## src/rtl/core/utf16d_pkg.sv

```systemverilog
// Shared types, constants and helpers of the UTF-16 stream decoder.
package utf16d_pkg;

  // Byte order selector codes; the unused code acts as big endian
  localparam logic [1:0] ORDER_AUTO   = 2'd0;
  localparam logic [1:0] ORDER_BIG    = 2'd1;
  localparam logic [1:0] ORDER_LITTLE = 2'd2;

  // Byte order mark bytes
  localparam logic [7:0] MARK_FE = 8'hFE;
  localparam logic [7:0] MARK_FF = 8'hFF;

  // High byte bounds of a surrogate unit (exclusive)
  localparam logic [7:0] SURR_BELOW = 8'hD7;
  localparam logic [7:0] SURR_ABOVE = 8'hE0;

  // Surrogate pair combination constants
  localparam logic [31:0] HI_BASE     = 32'h0000_D800;
  localparam logic [31:0] LO_BASE     = 32'h0000_DC00;
  localparam logic [31:0] PAIR_OFFSET = 32'h0001_0000;

  localparam logic [1:0] CNT_NONE  = 2'd0;
  localparam logic [1:0] CNT_ONE   = 2'd1;
  localparam logic [1:0] CNT_TWO   = 2'd2;
  localparam logic [1:0] CNT_THREE = 2'd3;

  // Per-stream decode state
  typedef struct packed {
    logic [7:0] held0;
    logic [7:0] held1;
    logic [7:0] held2;
    logic [1:0] held_count;
    logic       pair_expected;
    logic       at_stream_start;
    logic       swap_bytes;
  } dec_state_t;

  // One decoded result beat
  typedef struct packed {
    logic [31:0] char_code;
    logic        stream_end;
  } result_t;

  localparam dec_state_t STATE_CLEAR = '{
    held0: 8'h00, held1: 8'h00, held2: 8'h00, held_count: CNT_NONE,
    pair_expected: 1'b0, at_stream_start: 1'b1, swap_bytes: 1'b0
  };

  // Assemble a 16-bit code unit from two bytes in stream order
  function automatic logic [15:0] unit_of(input logic [7:0] first,
                                          input logic [7:0] second,
                                          input logic       le);
    unit_of = le ? {second, first} : {first, second};
  endfunction

endpackage

```

## src/rtl/core/utf16_stream_decoder.sv

```systemverilog
// Top level of the UTF-16 stream decoder: byte input, code point output.
//
//   channel  | handshake            | payload
//   ---------+----------------------+-----------------------------
//   input    | in_valid / in_stall  | data_byte, last_byte
//   output   | out_valid / out_stall| char_code, stream_end
//   config   | cfg_write            | cfg_data (byte_order)
//
// One byte is taken every cycle while in_stall is low; a result is registered in
// the output register, or in the skid stage when the output is stalled. State
// updates at the byte beat through one level of decode logic. Reset clears the
// stream state and sets byte_order to auto. in_stall rises only while the skid
// stage holds a beat behind a stalled output register.
module utf16_stream_decoder import utf16d_pkg::*; (
  input  logic        clk,
  input  logic        rst,
  input  logic        cfg_write,
  input  logic [1:0]  cfg_data,
  input  logic        in_valid,
  output logic        in_stall,
  input  logic [7:0]  data_byte,
  input  logic        last_byte,
  output logic        out_valid,
  input  logic        out_stall,
  output logic [31:0] char_code,
  output logic        stream_end
);

  logic [1:0] byte_order;
  dec_state_t state;
  dec_state_t state_next;
  logic       have;
  result_t    result;
  logic       accept;
  logic       full;
  result_t    out_data;

  assign in_stall = full;
  assign accept   = in_valid && !full;

  // Hold the byte order selector
  always_ff @(posedge clk) begin
    if (rst) begin
      byte_order <= ORDER_AUTO;
    end else if (cfg_write) begin
      byte_order <= cfg_data;
    end
  end

  // Advance the stream state on each accepted byte
  always_ff @(posedge clk) begin
    if (rst) begin
      state <= STATE_CLEAR;
    end else if (accept) begin
      state <= state_next;
    end
  end

  utf16d_step u_step (
    .state      (state),
    .byte_order (byte_order),
    .data_byte  (data_byte),
    .last_byte  (last_byte),
    .state_next (state_next),
    .have       (have),
    .result     (result)
  );

  utf16d_obuf u_obuf (
    .clk       (clk),
    .rst       (rst),
    .load      (accept && have),
    .load_data (result),
    .full      (full),
    .out_valid (out_valid),
    .out_stall (out_stall),
    .out_data  (out_data)
  );

  assign char_code  = out_data.char_code;
  assign stream_end = out_data.stream_end;

endmodule

```

## src/rtl/core/utf16d_step.sv

```systemverilog
// Next-state and result logic for one stream byte of the UTF-16 decoder.
module utf16d_step import utf16d_pkg::*; (
  input  dec_state_t state,
  input  logic [1:0] byte_order,
  input  logic [7:0] data_byte,
  input  logic       last_byte,
  output dec_state_t state_next,
  output logic       have,
  output result_t    result
);

  logic        le_now;
  logic        le_unit;
  logic        mark;
  logic        mark_le;
  logic [7:0]  high;
  logic [15:0] hi_unit;
  logic [15:0] lo_unit;
  logic [31:0] hi_off;
  logic [31:0] lo_off;
  logic [31:0] cp;

  assign le_now = (byte_order == ORDER_LITTLE) || ((byte_order == ORDER_AUTO) && state.swap_bytes);

  // Byte order mark detection on the first unit in auto mode
  always_comb begin
    mark    = 1'b0;
    mark_le = 1'b0;
    if ((byte_order == ORDER_AUTO) && state.at_stream_start) begin
      if ((state.held0 == MARK_FE) && (data_byte == MARK_FF)) begin
        mark = 1'b1;
      end else if ((state.held0 == MARK_FF) && (data_byte == MARK_FE)) begin
        mark    = 1'b1;
        mark_le = 1'b1;
      end
    end
  end

  // Order for a two-byte unit completed now: a mark updates the swap flag first
  assign le_unit = (byte_order == ORDER_LITTLE) ||
                   ((byte_order == ORDER_AUTO) && (mark ? mark_le : state.swap_bytes));
  assign high    = le_unit ? data_byte : state.held0;

  // Surrogate pair combination, modulo 2^32
  assign hi_unit = unit_of(state.held0, state.held1, le_now);
  assign lo_unit = unit_of(state.held2, data_byte, le_now);
  assign hi_off  = {16'h0000, hi_unit} - HI_BASE;
  assign lo_off  = {16'h0000, lo_unit} - LO_BASE;

  // Advance the held bytes and pick the result
  always_comb begin
    state_next = state;
    have       = 1'b0;
    cp         = 32'h0;
    case (state.held_count)
      CNT_THREE: begin
        cp                       = lo_off + {hi_off[21:0], 10'b0} + PAIR_OFFSET;
        have                     = 1'b1;
        state_next.held_count    = CNT_NONE;
        state_next.pair_expected = 1'b0;
      end
      CNT_TWO: begin
        state_next.held2      = data_byte;
        state_next.held_count = CNT_THREE;
      end
      CNT_ONE: begin
        state_next.at_stream_start = 1'b0;
        if (mark) begin
          state_next.swap_bytes = mark_le;
          state_next.held_count = CNT_NONE;
        end else if ((high > SURR_BELOW) && (high < SURR_ABOVE)) begin
          state_next.held1         = data_byte;
          state_next.held_count    = CNT_TWO;
          state_next.pair_expected = 1'b1;
        end else begin
          cp                    = {16'h0000, unit_of(state.held0, data_byte, le_unit)};
          have                  = 1'b1;
          state_next.held_count = CNT_NONE;
        end
      end
      default: begin
        state_next.held0      = data_byte;
        state_next.held_count = CNT_ONE;
      end
    endcase
    // Drop everything at stream end
    if (last_byte) begin
      state_next = STATE_CLEAR;
    end
  end

  assign result.char_code  = cp;
  assign result.stream_end = last_byte;

endmodule

```

## src/rtl/core/utf16d_obuf.sv

```systemverilog
// Output register with a skid stage for decoded result beats.
module utf16d_obuf import utf16d_pkg::*; (
  input  logic    clk,
  input  logic    rst,
  input  logic    load,
  input  result_t load_data,
  output logic    full,
  output logic    out_valid,
  input  logic    out_stall,
  output result_t out_data
);

  logic    out_v;
  result_t out_r;
  logic    skid_v;
  result_t skid_r;

  // Move beats into the output register, park one in the skid when stalled
  always_ff @(posedge clk) begin
    if (rst) begin
      out_v  <= 1'b0;
      skid_v <= 1'b0;
    end else if (!out_v || !out_stall) begin
      if (skid_v) begin
        out_r  <= skid_r;
        out_v  <= 1'b1;
        skid_v <= 1'b0;
      end else if (load) begin
        out_r <= load_data;
        out_v <= 1'b1;
      end else begin
        out_v <= 1'b0;
      end
    end else if (load) begin
      skid_r <= load_data;
      skid_v <= 1'b1;
    end
  end

  assign full      = skid_v;
  assign out_valid = out_v;
  assign out_data  = out_r;

endmodule
```

## config.mk

```make
export PLATFORM = sky130hd
export DESIGN_NAME = utf16_stream_decoder
export DESIGN_NICKNAME = d
export VERILOG_FILES = /design/src/rtl/core/utf16d_pkg.sv /design/src/rtl/core/utf16_stream_decoder.sv /design/src/rtl/core/utf16d_step.sv /design/src/rtl/core/utf16d_obuf.sv
export SDC_FILE = /design/constraint.sdc
export NUM_CORES = 1
export LEC_CHECK = 0
export ABC_AREA = 1
export BUFFER_PORTS_ARGS = -buffer_cell sky130_fd_sc_hd__buf_4
export CAP_MARGIN = 20
export CORE_MARGIN = 2
export CORE_UTILIZATION = 35
export DETAILED_ROUTE_END_ITERATION = 10
export GPL_TIMING_DRIVEN = 0
export PLACE_DENSITY = 0.6
export SYNTH_ARGS = -nofsm -noshare
export SYNTH_HDL_FRONTEND = slang
export SYNTH_SLANG_ARGS = --single-unit
```

## constraint.sdc

```tcl
create_clock -name clk -period 3.2 [get_ports clk]
set_input_delay 0.64 -clock clk [delete_from_list [all_inputs] [get_ports clk]]
set_output_delay 0.64 -clock clk [all_outputs]
set_load 0.02 [all_outputs]
```

# ---- Word-level counts from Yosys, hierarchy flattened
# Index checks and enable logic that the tools add are counted.
dict set report classes {
  mux 33
  bitwise_logic 2
  n_addsub 4
  n_lt_le_gt_ge 2
  n_reduce_logical 27
  eq_ne 10
}
# cell count
set ops {}
lappend ops {{two-way mux 33 bit} 2}
lappend ops {{two-way mux 16 bit} 4}
lappend ops {{one-hot mux 32 bit (2 select lines)} 1}
lappend ops {{two-way mux 8 bit} 6}
lappend ops {{subtractor 16 x 16 -> 17 bit (second input constant)} 2}
lappend ops {{adder 32 x 17 -> 32 bit (second input constant)} 1}
lappend ops {{adder 32 bit} 1}
lappend ops {{equality test 8 bit (second input constant)} 4}
lappend ops {{two-way mux 32 bit} 1}
lappend ops {{two-way mux 29 bit} 1}
lappend ops {{two-way mux 1 bit} 12}
lappend ops {{> comparator 8 bit (second input constant)} 1}
lappend ops {{logical AND 1 bit} 8}
lappend ops {{less-than comparator 8 bit (second input constant)} 1}
lappend ops {{nonzero test 2 bit} 4}
lappend ops {{equality test 2 bit (second input constant)} 3}
lappend ops {{two-way mux 2 bit} 3}
lappend ops {{one-hot mux 2 bit (3 select lines)} 1}
lappend ops {{AND reduction 2 bit} 3}
lappend ops {{AND reduction 3 bit} 2}
lappend ops {{one-hot mux 1 bit (2 select lines)} 2}
lappend ops {{AND reduction 4 bit} 1}
lappend ops {{zero test 1 bit} 3}
lappend ops {{logical OR 1 bit} 3}
lappend ops {{other kinds (7)} 8}
dict set report totals {
  output_inout_bits 35
  word_cells 91
  reg_bits 98
  in_bits 16
}

# ---- Logic depth before layout (Yosys ltp)
dict set report depth {
  word_depth 17
  depth_mapped 26
  ltp_nobuf 24
}

# ---- Hierarchy
# A second synthesis with hierarchy kept.
dict set report unflattened {
  cells_unflattened 863
  area_unflattened_um2 6472.5
}
# module n_inst seq_area_each_um2 area_per_inst_um2 cells_per_inst
set by_module_without_submodules {}
lappend by_module_without_submodules {utf16d_step 1 0.0 2637.5 480}
lappend by_module_without_submodules {utf16d_obuf 1 2021.9 2528.7 184}
lappend by_module_without_submodules {utf16_stream_decoder 1 620.6 1306.3 199}

# ---- Worst setup path after synthesis
# OpenSTA, ideal clock, no wires.
dict set report synth_path {
  path_type {register -> register}
  startpoint {register byte_order[1]}
  endpoint {register u_obuf.out_r, in the netlist u_obuf.out_data[24], data pin}
  t_required_ns 2.946
  path_buffers 2
  stages_incl_launch_ff 22
  synth_period_minus_slack_ns 3.531
  setup_time_ns 0.254
  arrival_time_ns 3.277
  path_slack_ns -0.331
  path_cell_list {dfxtp_1 -> inv_2 -> nand2_2 -> nand2_2 -> buf_6 -> buf_6 -> a21oi_1 -> ha_1 -> nand2_1 -> nand2_1 -> nand2_1 -> nor2_1 -> inv_1 -> ha_1 -> ha_1 -> a21oi_1 -> o21ai_0 -> a21oi_1 -> o31ai_1 -> or2_2 -> nand4_1 -> nand2_1}
}
dict set report synth_between {
  elab_chain_len 10
  word_cells_on_any_way 13
  cone_classes {4 x add/sub; 1 x eq/ne; 5 x mux; 3 x reduce/logical}
}
# element line_no
set synth_lines {}
lappend synth_lines {{from (decl)} utf16_stream_decoder.sv:29} ;# logic [1:0] byte_order;
lappend synth_lines {{from (signal assigned)} utf16_stream_decoder.sv:46} ;# byte_order <= cfg_data;
lappend synth_lines {{zero test 2 bit} {utf16d_step.sv:23, utf16d_step.sv:29}}
lappend synth_lines {{logical AND 1 bit} utf16d_step.sv:23} ;# assign le_now = (byte_order == ORDER_LITTLE) || ((byte_order == ORDER_AUTO) && state.swap_bytes);
lappend synth_lines {{logical OR 1 bit (*)} utf16d_step.sv:23}
lappend synth_lines {{two-way mux 16 bit} utf16d_pkg.sv:53} ;# unit_of = le ? {second, first} : {first, second};
lappend synth_lines {{subtractor 16 x 16 -> 17 bit, on equally long branches} {utf16d_step.sv:48, utf16d_step.sv:47}}
lappend synth_lines {{adder 32 bit (*)} utf16d_step.sv:57} ;# cp = lo_off + {hi_off[21:0], 10'b0} + PAIR_OFFSET;
lappend synth_lines {{adder 32 x 17 -> 32 bit (*)} utf16d_step.sv:57}
lappend synth_lines {{one-hot mux 32 bit (2 select lines) (*)} utf16d_step.sv:55} ;# case (state.held_count)
lappend synth_lines {{two-way mux 33 bit (*)} utf16d_obuf.sv:28} ;# end else if (load) begin
lappend synth_lines {{two-way mux 33 bit (*)} utf16d_obuf.sv:24} ;# if (skid_v) begin
lappend synth_lines {{to (signal assigned)} utf16d_obuf.sv:25} ;# out_r <= skid_r;
lappend synth_lines {{to (signal assigned)} utf16d_obuf.sv:29} ;# out_r <= load_data;
lappend synth_lines {{to (decl)} utf16d_obuf.sv:14} ;# result_t out_r;
# Every way passes the cells marked *; elsewhere a longest branch is shown, timed or not. The select of a mux whose other input is x is not followed.
# A chain may end at the register's enable or synchronous reset.

# ---- Worst setup path after layout
dict set report layout_path {
  startpoint {register byte_order[1]}
  endpoint {register u_obuf.out_r, in the netlist u_obuf.out_data[23], data pin}
}
# Same word-level chain as after synthesis.

==> impl_metrics.sql <==
INSERT INTO impl_metrics (metric_group, metric, value, unit) VALUES
('critical_path', 'crit_fanout', '8', ''),
('placement', 'globalplace.congestion', '0.896', ''),
('floorplan', 'floorplan.die.height', '132', 'um'),
('pwr', 'p_leak', '3.03', 'nW'),
('finish', 'regArea', '2630', 'um^2'),
('global_route', 'groute.layer.met2.usage', '26.6', '%'),
('finish', 'final_net_count', '859', ''),
('logic_synthesis', 'synth_xor_xnor_area_share', '1.07', '%'),
('job', 'max_capacitance_violation_count', '0', ''),
('critical_path', 'critical_path_arrival', '3.59', 'ns'),
('logic_synthesis', 'postSynthCellCount', '714', ''),
('logic_synthesis', 'postSynthAreaPerCell', '8.05', 'um^2'),
('sta', 'finalCriticalPeriod', '3.39', 'ns'),
('floorplan', 'start_util', '36.0', '%'),
('placement', 'place.detailed.instances', '980', ''),
('clock_tree', 'insertion_delay', '0.35', 'ns'),
('finish', 'multiInputGateArea', '3450', 'um^2'),
('sta', 'timing.final.max_slew_violations', '0', ''),
('critical_path', 'worst_setup_path_end_kind', 'flip-flop', ''),
('run_status', 'outcome', 'finished, violations left', ''),
('sta', 'layout_skew', '0.00766', 'ns'),
('sta', 'setup_violations', '27', ''),
('sta', 'worst-slew-pin-transition', '0.682', 'ns'),
('route', 'totalWireLength', '15100', 'um'),
('global_route', 'grt_pass1_wl', '23500', 'um'),
('route', 'vias_after_detailed_routing', '5072', ''),
('worst_hold_path', 'min_path_type', 'reg -> reg', ''),
('route', 'detailedRoute.firstPassIterationCount', '5', ''),
('sta', 'timing.hold.ws', '0.469', 'ns'),
('sta', 'achievable-frequency', '295', 'MHz'),
('clock_tree', 'clock_tree.htree_level_count', '3', ''),
('placement', 'post-dp-hpwl', '10800', 'um'),
('sta', 'finalSetupTns', '-3.11', 'ns'),
('clock_tree', 'cts-buffers-inserted', '9', ''),
('global_route', 'top_usage_layer', 'met2', ''),
('global_route', 'grt.met3_usage', '2.27', '%'),
('sta', 'postLayoutSetupSlackWorst', '-0.191', 'ns'),
('finish', 'number_of_filler_instances_in_the_final_layout', '1491', ''),
('global_route', 'grt_remaining_overflow', '0', ''),
('run_status', 'failed_checks', 'negative setup slack', ''),
('route', 'routedWlPerCell', '14.7', 'um'),
('critical_path', 'path_class', 'reg -> reg', ''),
('global_route', 'number_of_global_route_vias_before_repair', '4596', ''),
('route', 'initialDrtViolationCount', '323', ''),
('critical_path', 'timing.critical_path.slowest_stage_cell', 'sky130_fd_sc_hd__dfxtp_2', ''),
('floorplan', 'die-width', '132', 'um'),
('global_route', 'grt_antenna_before_repair', '0', ''),
('pwr', 'power.ir.vdd_worst', '231', 'uV'),
('logic_synthesis', 'yosys_warnings', '0', ''),
('logic_synthesis', 'synth_cell_type_count', '39', ''),
('floorplan', 'row_count', '46', ''),
('logic_synthesis', 'synthFlopType', 'sky130_fd_sc_hd__edfxtp_1', ''),
('clock_tree', 'cts.root.buffer_cell', 'sky130_fd_sc_hd__clkbuf_16', ''),
('sta', 'final-hold-violation-count', '0', ''),
('placement', 'dpl_cell_area', '6650', 'um^2'),
('logic_synthesis', 'synth-adder-area-share', '8.19', '%'),
('placement', 'port_buffers', '49', ''),
('critical_path', 'worst_path_buf_inv', '4', ''),
('route', 'detail-route-antenna-nets', '0', ''),
('finish', 'layout-area-overhead-vs-synth', '32.4', '%'),
('finish', 'postLayoutCellArea', '7610', 'um^2'),
('route', 'drc', '0', ''),
('sta', 'slew_headroom', '54.5', '%'),
('clock_tree', 'cts_max_path_buffers', '2', ''),
('floorplan', 'die_area', '17500', 'um^2'),
('logic_synthesis', 'area_fraction_in_and_or_nand_and_nor_cells_after_synthesis', '24.1', '%'),
('route', 'viasPerCell', '4.94', ''),
('global_route', 'global_route.usage.total', '17.0', '%'),
('logic_synthesis', 'synth.cell_area', '5750', 'um^2'),
('critical_path', 'critPathMaxStageDelay', '0.33', 'ns'),
('logic_synthesis', 'synth-compound-area-share', '15.0', '%');
worst paths after layout:
check                      from                  end  slack (ns)  depth (start not counted)
setup / recovery  byte_order[1]  u_obuf.out_data[23]       -0.19                         21
hold / removal         state[1]             state[1]        0.47                          2
setup reg to reg  byte_order[1]  u_obuf.out_data[23]       -0.19                         21
hold reg to reg        state[1]             state[1]        0.47                          2
cell families (layout without fill, tap and decap cells):
kind of cell,after synthesis,after routing
AND/OR/NAND/NOR,340,341
AO/OA/AOI/OAI,148,148
flip-flops,98,98
buffers and inverters,84,180
adder cells (fa/ha/maj),37,37
XOR/XNOR,7,7
tightest hold or removal path, cell delays in order, from the launching register on:
cell and delay, ns:
sky130_fd_sc_hd__dfxtp_1 0.33, sky130_fd_sc_hd__nand2_1 0.05, sky130_fd_sc_hd__nand3_1 0.05
state kept, by name, summed over array words and instances, names as in the netlist:
signal,flops
byte_order,2
state,28
u_obuf.full,1
u_obuf.out_data,33
u_obuf.out_valid,1
u_obuf.skid_r,33
report_power, final:
group | leakage, nW | switching [mW] | internal (mW)
logic | 2.07 | 0.485 | 0.361
clock network | 0.140 | 0.456 | 0.574
registers | 0.820 | 0.0130 | 1.36
metal layers:
metal	routed length, um	vias to the layer above
li1	-	2573
met1	7190	2336
met5	0	-
met3	692	26
met4	368	0
met2	6870	137
cell usage in the layout (no fill, tap or decap), types with 17 or more instances in the layout:
cell	count
sky130_fd_sc_hd__inv_1	49
sky130_fd_sc_hd__nand2_1	226
sky130_fd_sc_hd__nand3_1	18
sky130_fd_sc_hd__nor2_1	39
sky130_fd_sc_hd__edfxtp_1	66
sky130_fd_sc_hd__buf_4	79
sky130_fd_sc_hd__dfxtp_1	30
sky130_fd_sc_hd__o21ai_0	41
sky130_fd_sc_hd__a21oi_1	43
sky130_fd_sc_hd__ha_4	25
sky130_fd_sc_hd__nand2_2	17
layout make-up:
cell class                      instances  share of cell area [%]
Inverter                               63                    3.21
Sequential cell                        98                    34.5
Timing Repair inverter                  1                  0.0822
Buffer                                 20                    1.51
Clock buffer                           14                    3.49
Tap cell                              216                    3.55
Multi-Input combinational cell        533                    45.3
Timing Repair Buffer                   80                    8.20
Clock inverter                          2                   0.181
synth_stat cells, types with 5 or more instances:
cell type,count,share of area [%]
sky130_fd_sc_hd__nand2_1,244,16
sky130_fd_sc_hd__edfxtp_1,66,34
sky130_fd_sc_hd__a21oi_1,58,5.1
sky130_fd_sc_hd__inv_1,58,3.8
sky130_fd_sc_hd__o21ai_0,53,4.6
sky130_fd_sc_hd__nor2_1,47,3.1
sky130_fd_sc_hd__ha_1,36,7.8
sky130_fd_sc_hd__dfxtp_1,32,11
sky130_fd_sc_hd__nand3_1,27,2.4
sky130_fd_sc_hd__clkbuf_1,12,0.78
sky130_fd_sc_hd__o22ai_2,7,1.5
sky130_fd_sc_hd__o21ai_1,6,0.52
sky130_fd_sc_hd__o21ai_2,6,0.91
sky130_fd_sc_hd__inv_2,5,0.33
sky130_fd_sc_hd__nand2_2,5,0.54
sky130_fd_sc_hd__xor2_1,5,0.76
what timing repair did:
item                                   CTS  global route
setup endpoints to repair               35            67
resized for setup                       66            51
pin swaps                               30            38
setup buffers                           19            11
endpoints found under the hold margin    0             0
cloned                                   1             1
Power figures use the tool's default switching activity.
